## src/stop_wait_arq_sender_core_assert.svh

```systemverilog
// assertion macros for the stop-and-wait sender core
// used by stop_wait_arq_sender_core.sv; needs clk and arst_n in scope
`ifndef STOP_WAIT_ARQ_SENDER_CORE_ASSERT_SVH
`define STOP_WAIT_ARQ_SENDER_CORE_ASSERT_SVH

`ifndef SYNTHESIS

// same-cycle property, checked out of reset
`define SWARQ_ASSERT(name, prop, msg) \
	name: assert property (@(posedge clk) disable iff (!arst_n) (prop)) else $error(msg);

// condition in one cycle implies consequence in the next
`define SWARQ_ASSERT_NEXT(name, ante, cons, msg) \
	name: assert property (@(posedge clk) disable iff (!arst_n) (ante) |=> (cons)) \
		else $error(msg);

`else

`define SWARQ_ASSERT(name, prop, msg)
`define SWARQ_ASSERT_NEXT(name, ante, cons, msg)

`endif

`endif

```

## src/swarq_pkg.sv

```systemverilog
// shared types and codes for the stop-and-wait sender core
// no dependencies
package swarq_pkg;

	localparam int QUEUE_DEPTH = 64;
	localparam int WAIT_W      = 7;
	localparam logic [WAIT_W-1:0] QUEUE_DEPTH_W = WAIT_W'(QUEUE_DEPTH);

	typedef enum logic [1:0] {
		EV_START   = 2'd0,
		EV_ACK     = 2'd1,
		EV_NAK     = 2'd2,
		EV_TIMEOUT = 2'd3
	} swarq_kind_t;

	typedef enum logic [1:0] {
		ACT_ENQ   = 2'd0,
		ACT_PKT   = 2'd1,
		ACT_EOT   = 2'd2,
		ACT_ABORT = 2'd3
	} swarq_action_t;

	typedef enum logic [2:0] {
		REG_SYN        = 3'd0,
		REG_ENQ        = 3'd1,
		REG_EOT        = 3'd2,
		REG_SOT_FIRST  = 3'd3,
		REG_SOT_SECOND = 3'd4,
		REG_MAX_PKTS   = 3'd5,
		REG_MAX_FAILS  = 3'd6
	} swarq_reg_t;

	localparam logic [7:0] SYN_RST        = 8'd22;
	localparam logic [7:0] ENQ_RST        = 8'd5;
	localparam logic [7:0] EOT_RST        = 8'd4;
	localparam logic [7:0] SOT_FIRST_RST  = 8'd1;
	localparam logic [7:0] SOT_SECOND_RST = 8'd2;
	localparam logic [3:0] MAX_PKTS_RST   = 4'd5;
	localparam logic [3:0] MAX_FAILS_RST  = 4'd5;

	typedef struct packed {
		logic [7:0] syn_code;
		logic [7:0] enq_code;
		logic [7:0] eot_code;
		logic [7:0] sot_first_code;
		logic [7:0] sot_second_code;
		logic [3:0] max_packets;
		logic [3:0] max_failures;
	} swarq_cfg_t;

endpackage

```

## src/swarq_cfg.sv

```systemverilog
// apb register file for the stop-and-wait sender core
// depends on swarq_pkg
module swarq_cfg import swarq_pkg::*; (
	input  logic        clk,
	input  logic        arst_n,
	input  logic        psel,
	input  logic        penable,
	input  logic        pwrite,
	input  logic [4:0]  paddr,
	input  logic [31:0] pwdata,
	output logic [31:0] prdata,
	output swarq_cfg_t  cfg
);

	swarq_cfg_t cfg_q;
	logic       wr_en;
	logic [2:0] reg_idx;

	assign reg_idx = paddr[4:2];
	assign wr_en   = psel && penable && pwrite;
	assign cfg     = cfg_q;

	always_ff @(posedge clk or negedge arst_n) begin
		if (!arst_n) begin
			cfg_q.syn_code        <= SYN_RST;
			cfg_q.enq_code        <= ENQ_RST;
			cfg_q.eot_code        <= EOT_RST;
			cfg_q.sot_first_code  <= SOT_FIRST_RST;
			cfg_q.sot_second_code <= SOT_SECOND_RST;
			cfg_q.max_packets     <= MAX_PKTS_RST;
			cfg_q.max_failures    <= MAX_FAILS_RST;
		end else if (wr_en) begin
			case (swarq_reg_t'(reg_idx))
				REG_SYN:        cfg_q.syn_code        <= pwdata[7:0];
				REG_ENQ:        cfg_q.enq_code        <= pwdata[7:0];
				REG_EOT:        cfg_q.eot_code        <= pwdata[7:0];
				REG_SOT_FIRST:  cfg_q.sot_first_code  <= pwdata[7:0];
				REG_SOT_SECOND: cfg_q.sot_second_code <= pwdata[7:0];
				REG_MAX_PKTS:   cfg_q.max_packets     <= pwdata[3:0];
				REG_MAX_FAILS:  cfg_q.max_failures    <= pwdata[3:0];
				default: ;
			endcase
		end
	end

	always_comb begin
		case (swarq_reg_t'(reg_idx))
			REG_SYN:        prdata = {24'd0, cfg_q.syn_code};
			REG_ENQ:        prdata = {24'd0, cfg_q.enq_code};
			REG_EOT:        prdata = {24'd0, cfg_q.eot_code};
			REG_SOT_FIRST:  prdata = {24'd0, cfg_q.sot_first_code};
			REG_SOT_SECOND: prdata = {24'd0, cfg_q.sot_second_code};
			REG_MAX_PKTS:   prdata = {28'd0, cfg_q.max_packets};
			REG_MAX_FAILS:  prdata = {28'd0, cfg_q.max_failures};
			default:        prdata = 32'd0;
		endcase
	end

endmodule

```

## src/stop_wait_arq_sender_core.sv

```systemverilog
// channel   dir  handshake            payload
// event     in   evt_valid/evt_ready  kind, packets_waiting
// result    out  res_valid/res_ready  action, prefix_byte, control_byte, drop_head, total_sent
// config    in   apb psel/penable     paddr, pwdata, prdata
//
// one event per cycle sustained while the result sink keeps up; a result passes the input
// register, then the result register; the session state feeds back through its register
// events that cause no result are dropped after the input register
// reset clears the session state and the ack count and loads register defaults
// a stalled result holds the result register; evt_ready drops only when both stages are full
//
// top level of the stop-and-wait sender; depends on swarq_pkg, swarq_cfg
// and stop_wait_arq_sender_core_assert.svh
`include "stop_wait_arq_sender_core_assert.svh"

module stop_wait_arq_sender_core import swarq_pkg::*; (
	input  logic        clk,
	input  logic        arst_n,
	input  logic        psel,
	input  logic        penable,
	input  logic        pwrite,
	input  logic [4:0]  paddr,
	input  logic [31:0] pwdata,
	output logic [31:0] prdata,
	output logic        pready,
	input  logic        evt_valid,
	output logic        evt_ready,
	input  logic [1:0]  kind,
	input  logic [6:0]  packets_waiting,
	output logic        res_valid,
	input  logic        res_ready,
	output logic [1:0]  action,
	output logic [7:0]  prefix_byte,
	output logic [7:0]  control_byte,
	output logic        drop_head,
	output logic [31:0] total_sent
);

	typedef enum logic [1:0] {
		PH_IDLE = 2'd0,
		PH_ENQ  = 2'd1,
		PH_SEND = 2'd2
	} phase_t;

	swarq_cfg_t cfg;

	// input stage
	logic              valid_s1;
	swarq_kind_t       kind_s1;
	logic [WAIT_W-1:0] waiting_s1;

	// session state
	phase_t      phase_q;
	logic        sot_q;
	logic [3:0]  sess_q;
	logic [3:0]  fail_q;
	logic [31:0] acked_q;

	// result register
	logic          res_valid_q;
	swarq_action_t action_q;
	logic [7:0]    prefix_q;
	logic [7:0]    control_q;
	logic          drop_q;
	logic [31:0]   total_q;

	// decision
	logic              advance;
	logic [WAIT_W-1:0] wait_c;
	logic              wait_zero;
	logic              wait_one;
	logic [7:0]        sot_cur;
	logic [7:0]        sot_next;
	logic              emit;
	swarq_action_t     act_d;
	logic [7:0]        prefix_d;
	logic [7:0]        control_d;
	logic              drop_d;
	phase_t            phase_d;
	logic              sot_d;
	logic [3:0]        sess_d;
	logic [3:0]        fail_d;
	logic [31:0]       acked_d;

	swarq_cfg u_cfg (
		.clk     (clk),
		.arst_n  (arst_n),
		.psel    (psel),
		.penable (penable),
		.pwrite  (pwrite),
		.paddr   (paddr),
		.pwdata  (pwdata),
		.prdata  (prdata),
		.cfg     (cfg)
	);

	assign pready    = 1'b1;
	assign advance   = valid_s1 && (!res_valid_q || res_ready);
	assign evt_ready = !valid_s1 || advance;

	assign wait_c    = (waiting_s1 > QUEUE_DEPTH_W) ? QUEUE_DEPTH_W : waiting_s1;
	assign wait_zero = (wait_c == '0);
	assign wait_one  = (wait_c == WAIT_W'(1));
	assign sot_cur   = sot_q ? cfg.sot_second_code : cfg.sot_first_code;
	assign sot_next  = sot_q ? cfg.sot_first_code : cfg.sot_second_code;

	always_comb begin
		emit      = 1'b0;
		act_d     = ACT_ENQ;
		prefix_d  = 8'd0;
		control_d = 8'd0;
		drop_d    = 1'b0;
		phase_d   = phase_q;
		sot_d     = sot_q;
		sess_d    = sess_q;
		fail_d    = fail_q;
		acked_d   = acked_q;
		case (phase_q)
			PH_ENQ: begin
				if (kind_s1 != EV_START) begin
					emit = 1'b1;
					if (kind_s1 == EV_ACK) begin
						if (wait_zero || sess_q >= cfg.max_packets) begin
							act_d     = ACT_EOT;
							prefix_d  = cfg.syn_code;
							control_d = cfg.eot_code;
							phase_d   = PH_IDLE;
						end else begin
							act_d     = ACT_PKT;
							control_d = sot_cur;
							phase_d   = PH_SEND;
						end
					end else begin
						// failed enquiry, no eot
						act_d   = ACT_ABORT;
						phase_d = PH_IDLE;
					end
				end
			end
			PH_SEND: begin
				if (kind_s1 != EV_START) begin
					emit = 1'b1;
					if (kind_s1 == EV_ACK) begin
						drop_d  = !wait_zero;
						sot_d   = !sot_q;
						sess_d  = sess_q + 4'd1;
						acked_d = acked_q + 32'd1;
						fail_d  = 4'd0;
						// the head goes away, so one waiting packet leaves none
						if (wait_zero || wait_one || sess_d >= cfg.max_packets) begin
							act_d     = ACT_EOT;
							prefix_d  = cfg.syn_code;
							control_d = cfg.eot_code;
							phase_d   = PH_IDLE;
						end else begin
							act_d     = ACT_PKT;
							control_d = sot_next;
						end
					end else begin
						fail_d = fail_q + 4'd1;
						if (fail_d >= cfg.max_failures) begin
							act_d   = ACT_ABORT;
							phase_d = PH_IDLE;
						end else if (wait_zero) begin
							act_d     = ACT_EOT;
							prefix_d  = cfg.syn_code;
							control_d = cfg.eot_code;
							phase_d   = PH_IDLE;
						end else begin
							act_d     = ACT_PKT;
							control_d = sot_cur;
						end
					end
				end
			end
			default: begin
				// idle, and the unused phase code behaves as idle
				phase_d = PH_IDLE;
				if (kind_s1 == EV_START && !wait_zero) begin
					emit      = 1'b1;
					act_d     = ACT_ENQ;
					prefix_d  = cfg.syn_code;
					control_d = cfg.enq_code;
					sot_d     = 1'b0;
					sess_d    = 4'd0;
					fail_d    = 4'd0;
					phase_d   = PH_ENQ;
				end
			end
		endcase
	end

	always_ff @(posedge clk or negedge arst_n) begin
		if (!arst_n) begin
			valid_s1 <= 1'b0;
		end else if (evt_ready) begin
			valid_s1 <= evt_valid;
		end
	end

	always_ff @(posedge clk) begin
		if (evt_valid && evt_ready) begin
			kind_s1    <= swarq_kind_t'(kind);
			waiting_s1 <= packets_waiting;
		end
	end

	always_ff @(posedge clk or negedge arst_n) begin
		if (!arst_n) begin
			phase_q <= PH_IDLE;
			sot_q   <= 1'b0;
			sess_q  <= 4'd0;
			fail_q  <= 4'd0;
			acked_q <= 32'd0;
		end else if (advance) begin
			phase_q <= phase_d;
			sot_q   <= sot_d;
			sess_q  <= sess_d;
			fail_q  <= fail_d;
			acked_q <= acked_d;
		end
	end

	always_ff @(posedge clk or negedge arst_n) begin
		if (!arst_n) begin
			res_valid_q <= 1'b0;
		end else if (advance) begin
			res_valid_q <= emit;
		end else if (res_ready) begin
			res_valid_q <= 1'b0;
		end
	end

	always_ff @(posedge clk) begin
		if (advance && emit) begin
			action_q  <= act_d;
			prefix_q  <= prefix_d;
			control_q <= control_d;
			drop_q    <= drop_d;
			total_q   <= acked_d;
		end
	end

	assign res_valid    = res_valid_q;
	assign action       = action_q;
	assign prefix_byte  = prefix_q;
	assign control_byte = control_q;
	assign drop_head    = drop_q;
	assign total_sent   = total_q;

	`SWARQ_ASSERT(a_abort_silent, action_q == ACT_ABORT |-> {prefix_q, control_q} == '0, "abort bytes")
	`SWARQ_ASSERT(a_drop_kind, drop_q |-> action_q == ACT_PKT || action_q == ACT_EOT, "drop on enq")
	`SWARQ_ASSERT(a_stall_blocks, valid_s1 && res_valid_q && !res_ready |-> !evt_ready, "ready in stall")
	`SWARQ_ASSERT_NEXT(a_enq_phase, advance && emit && act_d == ACT_ENQ, phase_q == PH_ENQ, "enq phase")
	`SWARQ_ASSERT_NEXT(a_ack_fail, advance && phase_q == PH_SEND && kind_s1 == EV_ACK, fail_q == '0, "fail run")

endmodule

```

## config.mk

```make
export PLATFORM = sky130hd
export DESIGN_NAME = stop_wait_arq_sender_core
export DESIGN_NICKNAME = d
export VERILOG_FILES = /design/src/swarq_pkg.sv /design/src/swarq_cfg.sv /design/src/stop_wait_arq_sender_core.sv
export VERILOG_INCLUDE_DIRS = /design/src /design/src/src
export SDC_FILE = /design/constraint.sdc
export NUM_CORES = 1
export LEC_CHECK = 0
export ABC_AREA = 1
export BUFFER_PORTS_ARGS = -buffer_cell sky130_fd_sc_hd__buf_2
export CAP_MARGIN = 40
export CORE_MARGIN = 1.5
export CORE_UTILIZATION = 30
export DETAILED_ROUTE_END_ITERATION = 16
export GPL_ROUTABILITY_DRIVEN = 0
export PLACE_DENSITY_LB_ADDON = 0.12
export SLEW_MARGIN = 20
export SYNTH_ARGS = -nofsm -noshare
export SYNTH_HDL_FRONTEND = slang
export SYNTH_SLANG_ARGS = --single-unit
```

## constraint.sdc

```tcl
create_clock -name clk -period 10.2 [get_ports clk]
set_clock_uncertainty 0.1 [all_clocks]
set_input_delay 0.51 -clock clk [delete_from_list [all_inputs] [get_ports clk]]
set_output_delay 0.51 -clock clk [all_outputs]
set_load 0.01 [all_outputs]
```

==> run metrics <==
status finished, final reports clean; CP Data Required Time 10290 ps; sw frac between 30% and 40%; RR Endpoint total_sent[25]; post-synthesis mux area share 0%; Area contributors post-synth dfrtp_1, edfxtp_1, nand2_1; Nets 1133; crit end category flop; Area growth syn-to-layout 15.8%; Initial Utilization roughly 30%; Worst Hold End kind_s1[1]; post-synth top area cell dfrtp_1; Root Buffer clkbuf_16; Max Fanout on Critical Path 16; average footprint of a synthesized cell 8.37 um^2; drt via density 4.68; Psw 0.796 mW; Core Region 26900 um^2; flops & latches, synth 153; worst slack, placed around 7000 ps; Yosys Warn Count 0; GRT Util Overall between 10% and 20%; Die H 168 um; post-layout min period about 3000 ps; worst skew pair latency 430 ps; HPWL Detailed between 15000 and 20000 um; RSZ-0062 raised after global routing false; post-synthesis xor/xnor area fraction under 10%; htree depth 4; drt first-iter violations 435; max_cap viols 0; Detailed Route WL roughly 22000 um; CP Launch Point kind_s1[1]; worst r2r path cells 9; DR vias 6630; clock group share of total power 29.4%; grt ovf 0; Slew Limit Fails 0; largest net degree at the start of global routing 52; final setup violation count 0; post-CTS resize count 0; dpl cells about 1400; Synth Area in Adders 2.60%; P per Cell Area between 200 and 250 nW/um^2; non-filler cells, final 1417; synth unique cells 44; Final Total Pwr 2.14 mW; Seq pwr share 41.9%; EDFF count, synth 60; routing usage on met3 3.34%; met2 usage 26.8%; DRC Markers 0; critical path data arrival time 3080 ps; Final Hold Viols 0; num ports 139; post-synth top area share between 20% and 30%; post-synthesis compound-gate area fraction under 10%; fmax about 330 MHz; final worst setup slack 7200 ps; Netlist Area Pre-Place 8190 um^2; post-synthesis simple-gate area fraction around a quarter; initial antenna violation count 0; Hold Path Class input pin to flop; clk buf depth 2; reg-to-reg slack, setup 7200 ps; chip width between 150 and 200 um; Internal Power around 1.3 mW; Worst R2R Start kind_s1[1]; Final ANT Viol Nets 0; peak supply drop 0.0828 mV; CTS tree built; CTS Sinks 153; Seq/Total Area, Yosys around half; synth cell count leaders nand2_1, inv_1, o21ai_0; critical path launch point type flop; most common cell in the synthesized netlist nand2_1; Antenna Diode Count 0; relative slew slack between 40% and 50%; Hold Crit Start kind[1]; Mapped Cells 979; WL/cell 15.5 um; largest family of logic cells by synthesized area simple AND/OR/NAND/NOR gates; ratio of cells with drive above 1 in the final layout 15.5%; setup TNS 0 ps; ys async rst share 60.8%; worst hold path stage count 1; first-pass GRT wire length 35700 um; clock slew at reported path FFs roughly 70 ps; Top FF cell, synth dfrtp_1; CTS Buf Count 17; # rows 60; die area 28300 um^2; busiest layer in global routing met2; P_leak 4.32 nW; TritonRoute pass-1 iters 4; final critical-path share of the clock period 29.4%; port bufs 87; grt met1 use 21.8%; Slew @ Worst Pin 847 ps; Comb pwr share 28.7%; vias in the first global route 6574; Crit Path Class flop to flop
[critical path, cell delays in order, from the launching register on]
cell      delay, ps
edfxtp_1        490
inv_1            90
nand2_1         380
nor2_2          670
nand4_2         240
nor2_2          180
nand2_1         160
nor2_2          160
nand3_1         100
and2_1          170
[layout by cell type, fill, tap and decap left out, types with 2 or more instances in the layout]
master / count
nand2_1: 298
inv_8: 2
nand4_2: 3
edfxtp_1: 60
o211ai_1: 4
o22ai_1: 4
nor2_2: 9
nor3_1: 17
nor2_4: 6
buf_2: 86
xor2_1: 18
dfstp_2: 12
a21oi_1: 23
buf_4: 5
nor2_1: 48
clkbuf_16: 17
nand4_1: 29
xnor2_1: 5
nor3_2: 4
a21boi_0: 7
conb_1: 25
nand3_1: 65
clkinv_2: 3
and2_1: 4
dfrtp_1: 81
inv_2: 7
o21ai_0: 87
nand3b_1: 4
inv_6: 6
ha_1: 17
inv_1: 97
clkinvlp_4: 2
a221oi_1: 4
[cell families (layout without fill, tap and decap cells)]
logic type / after synthesis / in the layout
AND/OR/NAND/NOR: 492 / 492
adder cells (fa/ha/maj): 17 / 17
flip-flops: 153 / 153
buffers and inverters: 156 / 230
AO/OA/AOI/OAI: 136 / 136
XOR/XNOR: 23 / 23
other: 2 / 25
[power by group through the flow]
stage / Clock [mW] / Sequential (mW) / Combinational [mW]
floorplan: 0 / 0.912 / 0.393
global placement: 0 / 0.908 / 0.607
detailed placement: 0 / 0.909 / 0.624
CTS: 0.643 / 0.898 / 0.626
global route: 0.672 / 0.916 / 0.707
finish: 0.628 / 0.897 / 0.614
[sequential cells by signal (all words and copies together) (netlist names)]
name          count
phase_q           2
control_byte      8
waiting_s1        7
action            2
fail_q            4
valid_s1          1
acked_q          32
sot_q             1
drop_head         1
total_sent       32
sess_q            4
res_valid         1
u_cfg.cfg        48
prefix_byte       8
kind_s1           2
[metrics by stage]
step / hold slack, ps / utilization, % / instance area, um^2
floorplan: 114 / - / 8280
global placement: 364 / 33.0 / 8870
detailed placement: 373 / 33.2 / 8910
CTS: 145 / 35.3 / 9490
global route: 136 / 35.3 / 9490
finish: 156 / 35.3 / 9490
[layout make-up]
class,count,area (um^2)
multi-input combinational,693,3450
clock buffer,18,429
tap,341,427
timing repair buffer,93,505
sequential,153,4140
fill,2828,17400
clock inverter,14,135
inverter,105,394
[timing repair]
action,4_1_cts,5_1_grt
setup buffers,0,0
endpoints found under the hold margin,8,0
hold buffers,1,0
[worst max path at each step]
stage	endpoint	slack, ps	cells after the start
after CTS	control_byte[4]	7130	7
after global placement	sot_q	6900	10
after floorplan	action[0]	6260	6
after global routing	prefix_byte[4]	6970	7
after detailed placement	prefix_byte[1]	7120	7
final	total_sent[25]	7200	9
[routing by layer]
layer | wire, um | share of wire [%] | vias up
li1 | - | - | 3365
met1 | 10500 | 48 | 3108
met2 | 10400 | 47 | 136
met3 | 806 | 3.7 | 21
met4 | 293 | 1.3 | 0
met5 | 0 | 0 | -
Note: power is estimated with default switching activity, not from simulation.
